**src/rtl/core/kms_pkg.sv**
```systemverilog
`timescale 1ns / 1ps
`default_nettype none
// ----------------------------------------------------------------------------
// kms_pkg
// Shared constants, types and helpers for the key matrix scan debounce block.
// ----------------------------------------------------------------------------
package kms_pkg;

   localparam int ROWS    = 8;
   localparam int COLS    = 16;
   localparam int ROW_W   = 3;
   localparam int BITS_W  = 16;
   localparam int CFG_W   = 8;
   localparam int COUNT_W = 8;

   localparam int ROW_AW  = (ROWS > 1) ? $clog2(ROWS) : 1;
   localparam int SWEEP_W = $clog2(ROWS + 1);
   localparam int TOTAL_W = $clog2(ROWS * BITS_W + 1);

   localparam logic [CFG_W-1:0]  RESET_SETTLE = CFG_W'(5);
   localparam logic [BITS_W-1:0] COL_MASK     = BITS_W'((33'd1 << COLS) - 33'd1);
   localparam int                COUNT_MAX    = (1 << COUNT_W) - 1;

   typedef enum logic [1:0] {
      ST_IDLE,
      ST_CHECK,
      ST_SWEEP,
      ST_RESP
   } state_type;

   typedef struct packed {
      logic [BITS_W-1:0]  stable_row;
      logic               settled;
      logic               committed;
      logic [COUNT_W-1:0] key_count;
   } result_type;

   typedef struct packed {
      logic              wr_en;
      logic [ROW_AW-1:0] wr_addr;
      logic [BITS_W-1:0] wr_data;
      logic              rd_en;
      logic [ROW_AW-1:0] rd_addr;
   } mem_req_type;

   function automatic logic [TOTAL_W-1:0] popcount(input logic [BITS_W-1:0] v);
      logic [TOTAL_W-1:0] n;
      n = '0;
      for (int i = 0; i < BITS_W; i++) begin
         n = n + TOTAL_W'(v[i]);
      end
      return n;
   endfunction

endpackage
`default_nettype wire

```
**src/rtl/core/kms_ram.sv**
```systemverilog
`timescale 1ns / 1ps
`default_nettype none
// ----------------------------------------------------------------------------
// kms_ram
// Generic single-write, single-read synchronous RAM with registered read.
// ----------------------------------------------------------------------------
module kms_ram #(
   parameter int WIDTH = 16,
   parameter int DEPTH = 8,
   parameter int AW    = (DEPTH > 1) ? $clog2(DEPTH) : 1
) (
   input  wire logic             clock,
   input  wire logic             wr_en,
   input  wire logic [AW-1:0]    wr_addr,
   input  wire logic [WIDTH-1:0] wr_data,
   input  wire logic             rd_en,
   input  wire logic [AW-1:0]    rd_addr,
   output logic      [WIDTH-1:0] rd_data
);

   logic [WIDTH-1:0] mem_ff [DEPTH];
   logic [WIDTH-1:0] rd_data_ff;

   always_ff @(posedge clock) begin
      if (wr_en) begin
         mem_ff[wr_addr] <= wr_data;
      end
      if (rd_en) begin
         rd_data_ff <= mem_ff[rd_addr];
      end
   end

   assign rd_data = rd_data_ff;

endmodule
`default_nettype wire

```
**src/rtl/core/kms_ctrl.sv**
```systemverilog
`timescale 1ns / 1ps
`default_nettype none
// ----------------------------------------------------------------------------
// kms_ctrl
// Sequencer: read-compare-write of the raw row, settle counter, commit sweep.
// ----------------------------------------------------------------------------
module kms_ctrl
   import kms_pkg::*;
(
   input  wire logic               clock,
   input  wire logic               reset,
   input  wire logic               req_valid,
   output logic                    req_ready,
   input  wire logic [ROW_W-1:0]   req_row,
   input  wire logic [BITS_W-1:0]  req_bits,
   input  wire logic               req_last,
   input  wire logic [CFG_W-1:0]   debounce,
   output logic                    res_valid,
   input  wire logic               res_ready,
   output result_type              res,
   output mem_req_type             raw_req,
   input  wire logic [BITS_W-1:0]  raw_rd_data,
   output mem_req_type             stb_req,
   input  wire logic [BITS_W-1:0]  stb_rd_data
);

   state_type           state_ff, state_in;
   logic [ROW_W-1:0]    row_ff, row_in;
   logic [BITS_W-1:0]   bits_ff, bits_in;
   logic                last_ff, last_in;
   logic [CFG_W-1:0]    settle_ff, settle_in;
   logic [COUNT_W-1:0]  total_ff, total_in;
   logic [SWEEP_W-1:0]  sweep_ff, sweep_in;
   logic [TOTAL_W-1:0]  acc_ff, acc_in;
   logic [BITS_W-1:0]   stable_out_ff, stable_out_in;
   logic                committed_ff, committed_in;
   logic [ROWS-1:0]     raw_vld_ff, raw_vld_in;
   logic                stb_vld_ff, stb_vld_in;

   logic                in_range;
   logic [ROW_AW-1:0]   row_addr;
   logic [BITS_W-1:0]   raw_cur;
   logic [BITS_W-1:0]   stb_cur;
   logic [CFG_W-1:0]    settle_mid;
   logic [CFG_W-1:0]    settle_dec;
   logic [SWEEP_W-1:0]  sweep_prev;
   logic [ROW_AW-1:0]   sweep_prev_addr;
   logic [BITS_W-1:0]   sweep_data;
   logic [TOTAL_W-1:0]  sweep_sum;

   assign in_range        = (32'(row_ff) < ROWS);
   assign row_addr        = ROW_AW'(row_ff);
   assign raw_cur         = raw_vld_ff[row_addr] ? raw_rd_data : '0;
   assign stb_cur         = stb_vld_ff ? stb_rd_data : '0;
   assign settle_dec      = settle_mid - CFG_W'(1);
   assign sweep_prev      = sweep_ff - SWEEP_W'(1);
   assign sweep_prev_addr = ROW_AW'(sweep_prev);
   assign sweep_data      = raw_vld_ff[sweep_prev_addr] ? raw_rd_data : '0;
   assign sweep_sum       = acc_ff + popcount(sweep_data);

   always_ff @(posedge clock) begin
      if (reset) begin
         state_ff   <= ST_IDLE;
         settle_ff  <= RESET_SETTLE;
         total_ff   <= '0;
         raw_vld_ff <= '0;
         stb_vld_ff <= 1'b0;
      end else begin
         state_ff   <= state_in;
         settle_ff  <= settle_in;
         total_ff   <= total_in;
         raw_vld_ff <= raw_vld_in;
         stb_vld_ff <= stb_vld_in;
      end
      row_ff        <= row_in;
      bits_ff       <= bits_in;
      last_ff       <= last_in;
      sweep_ff      <= sweep_in;
      acc_ff        <= acc_in;
      stable_out_ff <= stable_out_in;
      committed_ff  <= committed_in;
   end

   always_comb begin
      state_in      = state_ff;
      row_in        = row_ff;
      bits_in       = bits_ff;
      last_in       = last_ff;
      settle_in     = settle_ff;
      total_in      = total_ff;
      sweep_in      = sweep_ff;
      acc_in        = acc_ff;
      stable_out_in = stable_out_ff;
      committed_in  = committed_ff;
      raw_vld_in    = raw_vld_ff;
      stb_vld_in    = stb_vld_ff;
      settle_mid    = settle_ff;
      req_ready     = 1'b0;
      res_valid     = 1'b0;
      raw_req       = '0;
      stb_req       = '0;

      unique case (state_ff)
         ST_IDLE: begin
            // Launch reads of both stores at the incoming row
            req_ready       = 1'b1;
            raw_req.rd_addr = ROW_AW'(req_row);
            stb_req.rd_addr = ROW_AW'(req_row);
            if (req_valid) begin
               raw_req.rd_en = 1'b1;
               stb_req.rd_en = 1'b1;
               row_in        = req_row;
               bits_in       = req_bits & COL_MASK;
               last_in       = req_last;
               state_in      = ST_CHECK;
            end
         end

         ST_CHECK: begin
            if (in_range && (raw_cur != bits_ff)) begin
               raw_req.wr_en        = 1'b1;
               raw_req.wr_addr      = row_addr;
               raw_req.wr_data      = bits_ff;
               raw_vld_in[row_addr] = 1'b1;
               settle_mid           = (debounce == '0) ? CFG_W'(1) : debounce;
            end
            settle_in    = settle_mid;
            committed_in = 1'b0;
            if (last_ff && (settle_mid != '0)) begin
               settle_in = settle_dec;
               if (settle_dec == '0) begin
                  committed_in = 1'b1;
               end
            end
            // After a commit the stable row equals the fresh raw row
            if (!in_range) begin
               stable_out_in = '0;
            end else if (committed_in) begin
               stable_out_in = bits_ff;
            end else begin
               stable_out_in = stb_cur;
            end
            sweep_in = '0;
            acc_in   = '0;
            state_in = committed_in ? ST_SWEEP : ST_RESP;
         end

         ST_SWEEP: begin
            // Read raw entry i while writing raw entry i-1 into the stable store
            raw_req.rd_addr = ROW_AW'(sweep_ff);
            raw_req.rd_en   = (32'(sweep_ff) < ROWS);
            if (sweep_ff != '0) begin
               stb_req.wr_en   = 1'b1;
               stb_req.wr_addr = sweep_prev_addr;
               stb_req.wr_data = sweep_data;
               acc_in          = sweep_sum;
            end
            sweep_in = sweep_ff + SWEEP_W'(1);
            if (sweep_ff == SWEEP_W'(ROWS)) begin
               stb_vld_in = 1'b1;
               total_in   = (32'(sweep_sum) > COUNT_MAX) ? COUNT_W'(COUNT_MAX)
                                                        : COUNT_W'(sweep_sum);
               state_in   = ST_RESP;
            end
         end

         ST_RESP: begin
            res_valid = 1'b1;
            if (res_ready) begin
               state_in = ST_IDLE;
            end
         end

         default: begin
            state_in = ST_IDLE;
         end
      endcase
   end

   always_comb begin
      res.stable_row = stable_out_ff;
      res.settled    = (settle_ff == '0);
      res.committed  = committed_ff;
      res.key_count  = total_ff;
   end

endmodule
`default_nettype wire

```
**src/rtl/core/key_matrix_scan_debounce_top.sv**
```systemverilog
`timescale 1ns / 1ps
`default_nettype none
// Sequence: an accepted row goes through ST_CHECK and ST_RESP into the result
//   register, with the commit sweep (ST_SWEEP) in between when the row ends a
//   pass and the settle counter expires. A new row is taken only in ST_IDLE;
//   the sweep walks the raw store one entry per cycle through its single read port.
// Reset: synchronous; counter and debounce register return to 5, key count
//   to zero; per-entry valid flags on the raw store and one flag on the stable
//   store make both read as zero, no clear pass.
// ----------------------------------------------------------------------------
// key_matrix_scan_debounce_top
// Keyboard matrix scan with one shared settle counter and a stable matrix.
// ----------------------------------------------------------------------------
module key_matrix_scan_debounce_top
   import kms_pkg::*;
(
   input  wire logic              clock,
   input  wire logic              reset,
   // input stream
   input  wire logic              req_tvalid,
   output logic                   req_tready,
   input  wire logic [15:0]       req_tdata,   // [15:0] pressed_bits
   input  wire logic [7:0]        req_tuser,   // [2:0] row, rest zero
   input  wire logic              req_tlast,   // last_row
   // result stream
   output logic                   rsp_tvalid,
   input  wire logic              rsp_tready,
   output logic      [23:0]       rsp_tdata,   // [15:0] stable_row, [23:16] key_count
   output logic      [7:0]        rsp_tuser,   // [0] settled, [1] committed, rest zero
   // debounce register write
   input  wire logic              csr_valid,
   output logic                   csr_ready,
   input  wire logic [7:0]        csr_data     // [7:0] debounce_scans
);

   logic [CFG_W-1:0]  debounce_ff, debounce_in;
   logic              rsp_valid_ff, rsp_valid_in;
   result_type        rsp_ff, rsp_in;

   logic              res_valid;
   logic              res_ready;
   result_type        res;
   mem_req_type       raw_req;
   mem_req_type       stb_req;
   logic [BITS_W-1:0] raw_rd_data;
   logic [BITS_W-1:0] stb_rd_data;

   // Take register writes at any time; the new value applies at the next reload
   assign csr_ready   = 1'b1;
   assign debounce_in = (csr_valid && csr_ready) ? csr_data : debounce_ff;

   // Output register: load when empty or being drained this cycle
   assign res_ready    = !rsp_valid_ff || rsp_tready;
   assign rsp_valid_in = (res_valid && res_ready) ? 1'b1 :
                         (rsp_tready ? 1'b0 : rsp_valid_ff);
   assign rsp_in       = (res_valid && res_ready) ? res : rsp_ff;

   always_ff @(posedge clock) begin
      if (reset) begin
         debounce_ff  <= RESET_SETTLE;
         rsp_valid_ff <= 1'b0;
      end else begin
         debounce_ff  <= debounce_in;
         rsp_valid_ff <= rsp_valid_in;
      end
      rsp_ff <= rsp_in;
   end

   assign rsp_tvalid = rsp_valid_ff;
   assign rsp_tdata  = {rsp_ff.key_count, rsp_ff.stable_row};
   assign rsp_tuser  = {6'b0, rsp_ff.committed, rsp_ff.settled};

   kms_ctrl u_ctrl (
      .clock       (clock),
      .reset       (reset),
      .req_valid   (req_tvalid),
      .req_ready   (req_tready),
      .req_row     (req_tuser[ROW_W-1:0]),
      .req_bits    (req_tdata),
      .req_last    (req_tlast),
      .debounce    (debounce_ff),
      .res_valid   (res_valid),
      .res_ready   (res_ready),
      .res         (res),
      .raw_req     (raw_req),
      .raw_rd_data (raw_rd_data),
      .stb_req     (stb_req),
      .stb_rd_data (stb_rd_data)
   );

   // Raw sample store: one entry per row
   kms_ram #(
      .WIDTH (BITS_W),
      .DEPTH (ROWS),
      .AW    (ROW_AW)
   ) u_raw_ram (
      .clock   (clock),
      .wr_en   (raw_req.wr_en),
      .wr_addr (raw_req.wr_addr),
      .wr_data (raw_req.wr_data),
      .rd_en   (raw_req.rd_en),
      .rd_addr (raw_req.rd_addr),
      .rd_data (raw_rd_data)
   );

   // Stable matrix store: filled by the commit sweep
   kms_ram #(
      .WIDTH (BITS_W),
      .DEPTH (ROWS),
      .AW    (ROW_AW)
   ) u_stable_ram (
      .clock   (clock),
      .wr_en   (stb_req.wr_en),
      .wr_addr (stb_req.wr_addr),
      .wr_data (stb_req.wr_data),
      .rd_en   (stb_req.rd_en),
      .rd_addr (stb_req.rd_addr),
      .rd_data (stb_rd_data)
   );

endmodule
`default_nettype wire
```
**config.mk**
```make
export PLATFORM = sky130hd
export DESIGN_NAME = key_matrix_scan_debounce_top
export DESIGN_NICKNAME = d
export VERILOG_FILES = /design/src/rtl/core/kms_pkg.sv /design/src/rtl/core/kms_ram.sv /design/src/rtl/core/kms_ctrl.sv /design/src/rtl/core/key_matrix_scan_debounce_top.sv
export SDC_FILE = /design/constraint.sdc
export NUM_CORES = 1
export LEC_CHECK = 0
export ABC_AREA = 1
export BUFFER_PORTS_ARGS = -buffer_cell sky130_fd_sc_hd__buf_2
export CAP_MARGIN = 20
export CORE_ASPECT_RATIO = 1.2
export CORE_UTILIZATION = 40
export DETAILED_ROUTE_END_ITERATION = 8
export SLEW_MARGIN = 10
export SYNTH_ARGS = -nofsm -noshare
export SYNTH_HDL_FRONTEND = slang
export SYNTH_SLANG_ARGS = --single-unit
```
**constraint.sdc**
```tcl
create_clock -name clock -period 5.19 [get_ports clock]
set_input_delay 0 -clock clock [delete_from_list [all_inputs] [get_ports clock]]
set_output_delay 0 -clock clock [all_outputs]
set_load 0.03 [all_outputs]
```
# Word level (Yosys, flattened, before mapping)
# Memories as Yosys holds them, arrays and structs flattened. A register that Yosys moved wholly into a read port is not among the register bits.
# Cells that the tools add are included.
# W data, S select, Z words.
dict set report totals {
  regBits 111
  ram_bits 256
  inputBits 38
  out_inout_bits 35
  word_cells 112
  memories 2
}
# name depth width rd rd_ports_with_merged_regs write_ports line
set mem_list {}
lappend mem_list {u_raw_ram.mem_ff 8 16 1 1 1 kms_ram.sv:21} ;# logic [WIDTH-1:0] mem_ff [DEPTH];
lappend mem_list {u_stable_ram.mem_ff 8 16 1 1 1 kms_ram.sv:21}
dict set report op_classes {
  add_sub_neg 19
  order_cmp 4
  eq_ne 9
  mux 41
  bitwise 1
  n_reduce_logical 18
}
# op n
set ops {}
lappend ops {{$add A8 B1 Y8} 14}
lappend ops {{$mux W20} 4}
lappend ops {{$mux W16} 4}
lappend ops {{$mux W8} 6}
lappend ops {{$logic_not A8 Y1} 3}
lappend ops {{$mux W1} 16}
lappend ops {{$ne A16 B16 Y1} 1}
lappend ops {{$pmux W4 S2} 2}
lappend ops {{$pmux W8 S2} 1}
lappend ops {{$add A8 B8 Y8} 1}
lappend ops {{$lt A3 B4 Y1 const B} 2}
lappend ops {{$or A8 B8 Y8} 1}
lappend ops {{$pmux W2 S4} 1}
lappend ops {{$reduce_and A2 Y1} 4}
lappend ops {{$reduce_bool A8 Y1} 1}
lappend ops {{$sub A8 B1 Y8 const B} 1}
lappend ops {{$bmux W1 S3} 2}
lappend ops {{$mux W2} 3}
lappend ops {{$add A4 B1 Y4 const B} 1}
lappend ops {{$eq A2 B2 Y1 const B} 2}
lappend ops {{$eq A4 B4 Y1 const B} 1}
lappend ops {{$lt A4 B4 Y1 const B} 1}
lappend ops {{$mux W4} 1}
lappend ops {{$ne A2 B1 Y1 const B} 2}
lappend ops {{13 further kinds} 17}

# Longest topological paths before layout
# Gate-level depths: netlist of the first run.
dict set report depth {
  ltp_word 22
  depth_mapped 33
  ltp_nobuf 31
}

# Hierarchy
# A second synthesis of the first run with hierarchy kept.
dict set report hier_totals {
  cells_unflattened 1897
  area_unflattened_um2 18485.2
}
# module n_inst cells_each area_each_um2
set modules_own_cells {}
lappend modules_own_cells {kms_ram 2 587 6149.6}
lappend modules_own_cells {kms_ctrl 1 648 5036.1}
lappend modules_own_cells {key_matrix_scan_debounce_top 1 75 1149.9}

# Least setup slack after synthesis of the first run
# No wires, ideal clock.
dict set report synth_path {
  path_type {register to register}
  startpoint {register u_ctrl.sweep_ff[0]}
  endpoint {register u_ctrl.acc_ff[6], data pin}
  setup_time_ns 0.266
  t_arrival_ns 5.112
  required_ns 4.924
  slack_ns -0.188
  path_stages_with_launch 24
  synth_period_minus_slack_ns 5.378
  cell_sequence {edfxtp_1 -> clkinv_1 -> ha_1 -> xnor2_1 -> o211ai_1 -> nand2_1 -> clkbuf_1 -> nor2_1 -> ha_1 -> inv_1 -> fa_1 -> fa_1 -> inv_1 -> fa_1 -> fa_1 -> ha_1 -> fa_1 -> nand3_1 -> nand2_1 -> a21oi_1 -> o21ai_0 -> xor2_1 -> inv_1 -> nor2_1}
}
dict set report synth_via {
  elab_chain_len 22
}
# item line
set synth_rtl {}
lappend synth_rtl {{start: declaration} kms_ctrl.sv:33} ;# logic [SWEEP_W-1:0] sweep_ff, sweep_in;
lappend synth_rtl {{start signal: assignment} kms_ctrl.sv:78} ;# sweep_ff <= sweep_in;
lappend synth_rtl {{$sub A3 B1 Y3 (*)} kms_ctrl.sv:56} ;# assign sweep_prev = sweep_ff - SWEEP_W'(1);
lappend synth_rtl {{named net u_ctrl.sweep_prev[0]} kms_ctrl.sv:46} ;# logic [SWEEP_W-1:0] sweep_prev;
lappend synth_rtl {{$bmux W1 S3 (*)} kms_ctrl.sv:58} ;# assign sweep_data = raw_vld_ff[sweep_prev_addr] ? raw_rd_data : '0;
lappend synth_rtl {{$mux W1 (not written as such) (*)} kms_ctrl.sv:58}
lappend synth_rtl {{$mux W16 (*)} kms_ctrl.sv:58}
lappend synth_rtl {{$add A1 B1 Y2} kms_pkg.sv:50} ;# n = n + TOTAL_W'(v[i]);
lappend synth_rtl {{$add A8 B1 Y8 (13 in a row)} kms_pkg.sv:50}
lappend synth_rtl {{$add A8 B1 Y8 (*)} kms_pkg.sv:50}
lappend synth_rtl {{$add A8 B8 Y8 (*)} kms_ctrl.sv:59} ;# assign sweep_sum = acc_ff + popcount(sweep_data);
lappend synth_rtl {{$mux W8 (*)} kms_ctrl.sv:152} ;# if (sweep_ff != '0) begin
lappend synth_rtl {{$pmux W8 S2 (*)} kms_ctrl.sv:103} ;# unique case (state_ff)
lappend synth_rtl {{end signal: assignment} kms_ctrl.sv:79} ;# acc_ff <= acc_in;
lappend synth_rtl {{end: declaration} kms_ctrl.sv:34} ;# logic [TOTAL_W-1:0] acc_ff, acc_in;
# The timed path passes the listed nets; every way through them passes the cells marked *. The select of a mux whose other input is x is not followed.
# A chain may end at the register's enable or synchronous reset.

# Final worst setup path of the first run
# Same ends and word-level chain as after synthesis.

==> results of run 1 <==
-- cell usage in the layout (no fill, tap or decap), types with 21 or more instances in the layout --
cell	n
a21oi_1	45
a31oi_1	32
buf_2	60
buf_4	40
clkbuf_16	45
dfxtp_1	36
dlygate4sd3_1	43
edfxtp_1	363
ha_1	21
inv_1	114
nand2_1	216
nand3_1	50
nand3_2	28
nand4_1	21
nor2_1	186
o21ai_0	95
-- synthesized netlist by cell type, drive strengths merged, types with 18 or more instances --
cell,instances
nand2,238
nor2,192
inv,124
o21bai,18
ha,23
nand4,21
edfxtp,363
a21oi,50
clkbuf,54
buf,24
nand3,78
a31oi,32
dfxtp,36
o21ai,123
-- stage by stage --
step / power (mW) / utilization, % / setup TNS [ns] / cell area, um^2 / setup slack, ns
2_1_floorplan: 8.83 / - / 0 / 17200 / 0.00114
3_3_place_gp: 10.6 / 43.1 / 0 / 18100 / 0.0985
3_5_place_dp: 10.6 / 43.1 / 0 / 18100 / 0.0752
4_1_cts: 13.8 / 47.6 / 0 / 20000 / 0.0425
5_1_grt: 15.2 / 47.8 / -0.192 / 20100 / -0.0746
6_report: 14.2 / 47.8 / 0 / 20100 / 0.187
-- critical path, delay by kind of cell (launching register included) --
kind	cells	cell delay, ns
compound gates	4	0.48
flops	1	0.38
fa+ha+maj	8	2.99
xor+xnor	1	0.14
simple gates	5	0.46
buf+inv	4	0.29
-- power breakdown --
group	total (mW)	internal (mW)	switching, mW	leakage (nW)
Sequential	4.61	4.36	0.256	3.67
Clock	3.14	1.92	1.22	0.702
Combinational	6.46	2.39	4.07	3.23
-- cells by family after synthesis --
group	share of synthesized area, %
xor gates and xnor gates	0.459
other	0.0438
AOI/OAI and AO/OA	9.56
DFF	67.7
buffers and inverters	4.89
and+or+nand+nor	14.4
adders and majority gates	2.96
-- flip-flops by register name, indices dropped and copies added, names as in the netlist, 2 cells and up --
| signal | cells |
|---|---|
| debounce_ff | 8 |
| rsp_tdata | 24 |
| rsp_tuser | 2 |
| u_ctrl.acc_ff | 8 |
| u_ctrl.bits_ff | 16 |
| u_ctrl.raw_vld_ff | 8 |
| u_ctrl.row_addr | 3 |
| u_ctrl.settle_ff | 8 |
| u_ctrl.stable_out_ff | 16 |
| u_ctrl.state_ff | 2 |
| u_ctrl.sweep_ff | 4 |
| u_ctrl.total_ff | 8 |
| u_raw_ram.mem_ff | 128 |
| u_raw_ram.rd_data | 16 |
| u_stable_ram.mem_ff | 128 |
| u_stable_ram.rd_data | 16 |
-- layer usage --
metal / up-vias / routed length (um)
met3: 68 / 2520
li1: 5371 / -
met1: 5579 / 17500
met2: 380 / 20300
met5: - / 0
met4: 0 / 878
-- worst max path at each step --
stage	slack, ns	end	from
after global placement	0.1	u_ctrl.total_ff[6]	u_ctrl.sweep_ff[0]
after CTS	0.04	u_ctrl.acc_ff[6]	u_ctrl.sweep_ff[0]
final	0.19	u_ctrl.acc_ff[6]	u_ctrl.sweep_ff[0]
after detailed placement	0.08	u_ctrl.acc_ff[6]	u_ctrl.sweep_ff[0]
after floorplan	0.001	u_ctrl.acc_ff[6]	u_ctrl.sweep_ff[0]
after global routing	-0.07	u_ctrl.total_ff[6]	u_ctrl.sweep_ff[0]
-- final cells by class --
type	instances	area (um^2)	area share (%)
clock buffer	51	1150	5.71
multi-input combinational	867	4800	23.9
timing repair buffer	146	1080	5.36
inverter	126	474	2.36
clock inverter	28	302	1.50
sequential	399	11600	57.8
tap	546	683	3.40
-- timing repair --
action	in CTS	in global routing
endpoints found under the hold margin	49	0
hold buffers	43	0
endpoints found under the setup margin	0	9
setup buffers	0	1
resized for setup	0	20
==> impl_metrics.toml, run 1 <==
[outcome]
status = "completed"

[timing]
hold_ws_ns = 0.114
relSlewSlack_pct = 30.7
max_freq_ghz = 0.200
final-hold-violation-count = 0
rsz0062_at_grt = "yes"
fin_skew_ns = 0.0164
setup_violations = 0
fin_crit_sh_pct = 96.4
finalCriticalPeriod_ns = 5.00
tightest_slew_ns = 1.04
drv_slew = 0

[worst_setup_path]
r2r_setup_slack_ns = 0.19
cp_common_cell = "fa_1"
startpoint_type = "flop"
crit_required_ns = 5.46
cp_max_fo = 5
endpoint_kind = "flop"
slowest_stage = "fa_1"
critical_path.max_stage_delay_ns = 0.51
rr_worst_depth = 22
criticalPathCategory = "reg -> reg"
path_cells = "clkinv_2 > ha_4 > o21ai_2 > o211ai_1 > nand2_2 > nor2_1 > ha_1 > inv_1 > fa_1 > fa_1 > inv_1 > fa_1 > fa_1 > ha_2 > fa_2 > nand3_2 > nand2_2 > a21oi_2 > o21ai_1 > xor2_1 > inv_1 > nor2_1"
cp_data_arrival_time_ns = 5.27
r2r_end = "u_ctrl.acc_ff[6]"
r2r_start = "u_ctrl.sweep_ff[0]"

[global_routing]
met2_usage_pct = 32.2
grt_overflow_total = 0
antenna_found_initial = 0
grt_util_all_layers_pct = 19.0
first_global_vias = 11067
busiest_layer = "met2"
grt_max_degree = 66
use_met1_pct = 25.3
use_met3_pct = 2.55
grt_pass1_wl_um = 62800

[logic_synthesis]
yosysSeqAreaShare_pct = 67.7
synth.area.top_cells = "edfxtp_1, nand2_1, dfxtp_1, nor2_1, o21ai_0"
synth_seq_cells = 399
synthCells = 1465
ys.flop_type = "edfxtp_1"
synth_edf_count = 363
yosys.area.top_type = "edfxtp_1"
synth.avg_cell_area_um2 = 11.7
syn-cell-area_um2 = 17200
async_reset_ff_share_pct = 0
synth_top_cell_area_share_pct = 63.5
yosys_warnings = 0
synth.distinct_cells = 41

[clocking]
cts-root-buf = "clkbuf_16"
worstSkewPairLatency_ns = 0.54
clkTransAtPathRegs_ns = 0.06
clock-sinks = 399
cts-buffers-inserted = 43
cts_tree = "built"
cts.path.max_buffers = 3
htreeDepth = 2

[finish]
fin_cells = 2163
synthToLayoutAreaGrowth_pct = 17.2
final_nets = 1655
num_antenna_cells = 0
fillers = 3780
layout-drive-gt1-share_pct = 15.9

[floorplan]
ioPinCount = 73
dieHeight_um = 229
die_w_um = 191
dieArea_um2 = 43700
core_um2 = 42100
start_util_pct = 40.8
rows = 82

[power_and_ir_drop]
irDropWorstVdd_mv = 0.773
p_per_area_nw_per_um2 = 707
power.leakage_nw = 7.60

[worst_hold_path]
hold_depth = 1
min_from = "req_tuser[0]"
hold_class = "in -> reg"
hold_path_end = "u_ctrl.row_addr[0]"

[placed_design]
dp_hpwl_um = 25300
gp_congestion = 0.835
port_buffers = 60
dp.cells = 2038

[detailed_routing]
drt_iter0_markers = 916
via_per_inst = 5.27
drc = 0
wl_per_cell_um = 19.0
wirelength_um = 41200
vias = 11398
drt-pass1-iter-count = 5
ant_nets = 0

[run]
max_cap_viol_count = 0
Note: power is estimated with default switching activity, not from simulation.
==> run 2, diff against run 1 <==
--- a/config.mk
+++ b/config.mk
@@ -9,8 +9,9 @@
 export BUFFER_PORTS_ARGS = -buffer_cell sky130_fd_sc_hd__buf_2
 export CAP_MARGIN = 20
 export CORE_ASPECT_RATIO = 1.2
-export CORE_UTILIZATION = 40
+export CORE_UTILIZATION = 35
 export DETAILED_ROUTE_END_ITERATION = 8
+export MAX_ROUTING_LAYER = met4
 export SLEW_MARGIN = 10
 export SYNTH_ARGS = -nofsm -noshare
 export SYNTH_HDL_FRONTEND = slang
==> run 2 against run 1 <==
  * Combinational power decreased by 2%
  * Sequential share of layout area grew 0.24 points
  * Sequential power about the same
  * Critical path depth grew 2
  * Count of clock-buffer cells in the layout increased by 4
  * Wire length about the same
  * Critical endpoint is now u_ctrl.total_ff[6]
==> impl_metrics.toml, run 2 (same netlist as run 1, synthesis figures left out) <==
[outcome]
status = "completed"

[finish]
final_nets = 1649
synthToLayoutAreaGrowth_pct = 16.7
final_cell_mix = "edfxtp_1, nand2_1, nor2_1"
final_core_util_pct = 41.5
final_common_cell = "edfxtp_1"
fillers = 4518
num_antenna_cells = 0
layout-drive-gt1-share_pct = 15.5

[global_routing]
grt_max_degree = 66
grt_overflow_total = 0
antenna_found_initial = 0
grt_pass1_wl_um = 63000
first_global_vias = 10853
grt_util_all_layers_pct = 17.2

[timing]
finalCriticalPeriod_ns = 4.94
hold_ws_ns = 0.0812
fin_skew_ns = 0.0249
relSlewSlack_pct = 26.6
tightest_slew_ns = 1.09
max_freq_ghz = 0.202
drv_slew = 0
final-hold-violation-count = 0
rsz0062_at_grt = "yes"
setup_violations = 0
fin_crit_sh_pct = 95.2
worst_slack_ns = 0.250

[worst_setup_path]
crit_family = "adder cells"
endpoint_kind = "flop"
critical_path_buf_inv_count = 5
cp_max_fo = 5
cp_data_arrival_time_ns = 5.38
startpoint_type = "flop"
slowest_stage = "fa_1"
crit_required_ns = 5.63
path_cells = "clkinv_2 > ha_4 > o21ai_1 > o211ai_1 > nand2_2 > nor2_2 > ha_1 > inv_1 > fa_1 > fa_1 > inv_1 > fa_1 > fa_1 > ha_2 > fa_2 > nand3_2 > nand2_2 > a21oi_2 > o21ai_2 > xor2_1 > inv_1 > nand2_1 > o211ai_1 > inv_1"
criticalPathCategory = "reg -> reg"
critical_path.max_stage_delay_ns = 0.51

[clocking]
clock-sinks = 399
cts-buffers-inserted = 42
htreeDepth = 2
worstSkewPairLatency_ns = 0.56
cts.path.max_buffers = 3
cts-root-buf = "clkbuf_16"
cts_tree = "built"
clkTransAtPathRegs_ns = 0.06

[floorplan]
dieArea_um2 = 49900
core_um2 = 48200
dieHeight_um = 245
ioPinCount = 73
rows = 88
start_util_pct = 35.6
die_w_um = 204

[detailed_routing]
drc = 0
ant_nets = 0
vias = 11302
wl_per_cell_um = 18.4
drt-pass1-iter-count = 5
wirelength_um = 41200
via_per_inst = 5.05
drt_iter0_markers = 788

[power_and_ir_drop]
irDropWorstVdd_mv = 0.954
p_per_area_nw_per_um2 = 688
power.leakage_nw = 7.51

[placed_design]
pre_cts_slack_ns = 0.00305
gp_congestion = 0.851
dp_hpwl_um = 25300
port_buffers = 60

[run]
max_cap_viol_count = 0

[worst_hold_path]
hold_class = "in -> reg"
run 2: cell count changes in the layout (fill, tap and decap cells not counted), sizes merged:
cell         before  now
inv             124  126
bufinv            7    2
clkbuf           52   55
buf             102   96
clkinvlp          1    0
clkinv           22   20
dlygate4sd3      43   45
run 2: layout make-up:
cell class | instances | area, um^2 | share of cell area, %
timing repair buffer | 141 | 1060 | 5.28
clock inverter | 22 | 156 | 0.781
tap | 630 | 788 | 3.94
clock buffer | 55 | 1130 | 5.65
inverter | 126 | 474 | 2.37
sequential | 399 | 11600 | 58.0
multi-input combinational | 867 | 4800 | 24.0
run 2: repair_timing:
item                                    in CTS  in global routing
endpoints found under the setup margin       2                  7
buffers inserted                             0                  2
gates cloned                                 0                  0
hold buffers                                45                  0
pin swaps                                    1                  3
hold endpoints to repair                    49                  0
resized for setup                            2                 14
run 2: final timing paths:
path,cells after the start,slack [ns],startpoint,end
setup / recovery,24,0.25,u_ctrl.sweep_ff[0],u_ctrl.total_ff[6]
hold / removal,1,0.08,req_tuser[0],u_ctrl.row_addr[0]
setup reg to reg,24,0.25,u_ctrl.sweep_ff[0],u_ctrl.total_ff[6]
hold reg to reg,0,0.41,u_ctrl.committed_ff,rsp_tuser[1]
run 2: power breakdown:
part | leakage (nW) | internal [mW] | switching [mW]
clock network | 0.637 | 1.64 | 1.21
logic | 3.20 | 2.29 | 4.01
registers | 3.67 | 4.36 | 0.264
total | 7.51 | 8.29 | 5.48
run 2: worst reg2reg max path, stage by stage, from the launching register on:
cell and delay, ns:
edfxtp_1 0.37, clkinv_2 0.09, ha_4 0.29, o21ai_1 0.06
o211ai_1 0.19, nand2_2 0.14, nor2_2 0.14, ha_1 0.23
inv_1 0.07, fa_1 0.43, fa_1 0.49, inv_1 0.05
fa_1 0.51, fa_1 0.42, ha_2 0.21, fa_2 0.40
nand3_2 0.07, nand2_2 0.07, a21oi_2 0.14, o21ai_2 0.06
xor2_1 0.13, inv_1 0.07, nand2_1 0.05, o211ai_1 0.09
inv_1 0.06
run 2: stage by stage:
step	TNS, ns	total power, mW	std cells	cell area [um^2]
floorplan	0	8.83	1470	17200
global placement	0	10.5	2116	18200
detailed placement	0	10.7	2116	18200
CTS	0	13.6	2238	20000
global route	-0.208	14.9	2240	20000
finish	0	13.8	2240	20000
run 2: layer usage:
metal,up-vias,global-route usage [%],share of wire [%],wire [um]
li1,5354,-,-,-
met1,5532,21.7,43,17500
met2,345,27.9,49,20100
met3,71,2.83,5.8,2410
met4,0,6.08,2.7,1100
met5,-,-,0,0
==> run 3, diff against run 2 <==
--- a/config.mk
+++ b/config.mk
@@ -7,7 +7,6 @@
 export LEC_CHECK = 0
 export ABC_AREA = 1
 export BUFFER_PORTS_ARGS = -buffer_cell sky130_fd_sc_hd__buf_2
-export CAP_MARGIN = 20
 export CORE_ASPECT_RATIO = 1.2
 export CORE_UTILIZATION = 35
 export DETAILED_ROUTE_END_ITERATION = 8
==> constraint.sdc (replaced) <==
create_clock -name clock -period 5.19 [get_ports clock]
set_input_delay 0.2595 -clock clock [delete_from_list [all_inputs] [get_ports clock]]
set_output_delay 0.2595 -clock clock [all_outputs]
set_load 0.03 [all_outputs]
==> run 3 against run 2 <==
  * Core utilization shrank 0.11 points
  * Worst setup slack got worse by 0.13 ns
  * Die area unchanged
  * Fmax down 2.5%
  * First-iteration DRC count down 3.4%
  * Worst hold slack worse by 0.058 ns
  * Clock skew shrank 0.0062 ns
  * Combinational power is 4.4% higher
  * Power rose by 2.9%
  * Critical path type unchanged
  * Largest cell class unchanged
==> impl_metrics.toml, run 3 (same netlist as run 1, synthesis figures left out) <==
[outcome]
status = "completed"

[timing]
final-hold-violation-count = 0
hold_ws_ns = 0.0234
rsz0062_at_grt = "yes"
drv_slew = 0
max_freq_ghz = 0.197
fin_skew_ns = 0.0187
fin_crit_sh_pct = 97.6
tightest_slew_ns = 1.10
relSlewSlack_pct = 26.0
finalCriticalPeriod_ns = 5.07
setup_violations = 0
fin_setup_tns_ns = 0

[finish]
final_cell_mix = "edfxtp_1, nand2_1, nor2_1"
final_core_util_pct = 41.4
num_antenna_cells = 0
synthToLayoutAreaGrowth_pct = 16.4
final_nets = 1639
layout-drive-gt1-share_pct = 16.8
final_common_cell = "edfxtp_1"
fin_cells = 2228

[global_routing]
grt_pass1_wl_um = 62500
grt_max_degree = 67
grt_util_all_layers_pct = 16.9
first_global_vias = 10977
grt_overflow_total = 0
antenna_found_initial = 0

[worst_setup_path]
r2r_start = "u_ctrl.sweep_ff[0]"
r2r_end = "u_ctrl.total_ff[6]"
cp_common_cell = "fa_1"
worstSetupEndpoint = "u_ctrl.total_ff[6]"
cp_max_fo = 5
crit_family = "adder cells"
critical_path_buf_inv_count = 5
slowest_stage = "fa_1"
endpoint_kind = "flop"
cp_data_arrival_time_ns = 5.52
criticalPathCategory = "reg -> reg"
r2r_setup_slack_ns = 0.12
startpoint_type = "flop"
setup.worst_path.start = "u_ctrl.sweep_ff[0]"
cp.depth = 24
rr_worst_depth = 24
crit_required_ns = 5.65
critical_path.max_stage_delay_ns = 0.57
path_cells = "clkinv_2 > ha_4 > o21ai_2 > o211ai_1 > nand2_2 > nor2_2 > ha_1 > inv_2 > fa_1 > fa_1 > inv_2 > fa_1 > fa_2 > ha_4 > fa_2 > nand3_2 > nand2_2 > a21oi_2 > o21ai_2 > xor2_1 > inv_1 > nand2_1 > o211ai_1 > inv_1"

[power_and_ir_drop]
sw_frac_of_total_pct = 39.5
seqPwrFrac_pct = 32.6
irDropWorstVdd_mv = 0.935
p_int_mw = 8.58
power.leakage_nw = 7.48
p_clk_share_pct = 21.0
p_comb_share_pct = 46.4
p_per_area_nw_per_um2 = 710
net-switching-power_mw = 5.59

[clocking]
cts_tree = "built"
clkTransAtPathRegs_ns = 0.06
cts-buffers-inserted = 43
worstSkewPairLatency_ns = 0.57
clock-sinks = 399
cts-root-buf = "clkbuf_16"
cts.path.max_buffers = 3
htreeDepth = 2

[placed_design]
port_buffers = 60
dp.cells = 2120
dp_hpwl_um = 24900
gp_congestion = 0.848

[detailed_routing]
via_per_inst = 5.05
drt-pass1-iter-count = 5
ant_nets = 0
wirelength_um = 40700
drt_iter0_markers = 761
drc = 0
wl_per_cell_um = 18.3
vias = 11255

[floorplan]
rows = 88
dieHeight_um = 245
ioPinCount = 73
die_w_um = 204
dieArea_um2 = 49900
start_util_pct = 35.6
core_um2 = 48200

[worst_hold_path]
hold_class = "in -> reg"

[run]
max_cap_viol_count = 0
## run 3: changes by cell type in the layout (fill, tap and decap cells not counted), moves of 2 or more
cell,delta
inv_2,+2
clkinv_1,-2
clkinvlp_4,+2
inv_1,-2
nand2_1,-2
buf_4,+7
nand2_2,+2
dlygate4sd3_1,-16
clkbuf_1,-4
## run 3: power by group through the flow
stage                     registers [mW]  logic, mW  clock network (mW)
after floorplan                     4.63       4.20                   0
after global placement              4.67       5.79                   0
after detailed placement            4.68       5.89                   0
after CTS                           4.62       5.98                3.03
after global routing                4.67       7.46                3.14
final                               4.62       6.58                2.98
## run 3: worst register-to-register path, stage by stage, from the launching register on
cell,delay (ns)
edfxtp_1,0.38
clkinv_2,0.10
ha_4,0.30
o21ai_2,0.05
o211ai_1,0.19
nand2_2,0.14
nor2_2,0.13
ha_1,0.24
inv_2,0.06
fa_1,0.44
fa_1,0.57
inv_2,0.04
fa_1,0.56
fa_2,0.47
ha_4,0.18
fa_2,0.35
nand3_2,0.07
nand2_2,0.06
a21oi_2,0.15
o21ai_2,0.06
xor2_1,0.13
inv_1,0.08
nand2_1,0.05
o211ai_1,0.09
inv_1,0.06
## run 3: metrics by stage
step	setup slack (ns)	cell area, um^2	power [mW]
6_report	0.123	20000	14.2
5_1_grt	-0.190	20000	15.3
4_1_cts	0.0528	19900	13.6
3_5_place_dp	-0.0423	18200	10.6
3_3_place_gp	0.0727	18200	10.5
2_1_floorplan	0.00114	17200	8.83
## run 3: repair_timing
action / in CTS / in global routing
pin swaps: 1 / 13
endpoints found under the hold margin: 26 / 0
endpoints found under the setup margin: 2 / 6
hold buffers: 29 / 0
resized for setup: 2 / 23
buffers inserted: 1 / 2
## run 3: cell type report
cell class,instances,area (um^2)
fillers,4551,28300
flip-flops and latches,399,11600
multi-input cells,867,4820
clock buffers,53,1150
repair buffers,130,902
well taps,630,788
inverters,126,474
clock inverters,23,205
## run 3: how the worst min path moves through the flow
stage                                         from             end  cells after the start
final                                  csr_data[6]  debounce_ff[6]                      3
after global routing                   csr_data[6]  debounce_ff[6]                      3
after CTS                              csr_data[6]  debounce_ff[6]                      3
after detailed placement  u_ctrl.stable_out_ff[11]   rsp_tdata[11]                      0
after global placement         u_ctrl.committed_ff    rsp_tuser[1]                      0
after floorplan                              reset      rsp_tvalid                      1
## run 3: metal layers
| metal | up-vias | global-route usage (%) | wire length (um) |
|---|---|---|---|
| met5 | - | - | 0 |
| met4 | 0 | 5.84 | 969 |
| met3 | 81 | 2.59 | 2400 |
| met2 | 353 | 27.5 | 19800 |
| met1 | 5494 | 21.3 | 17600 |
| li1 | 5327 | - | - |
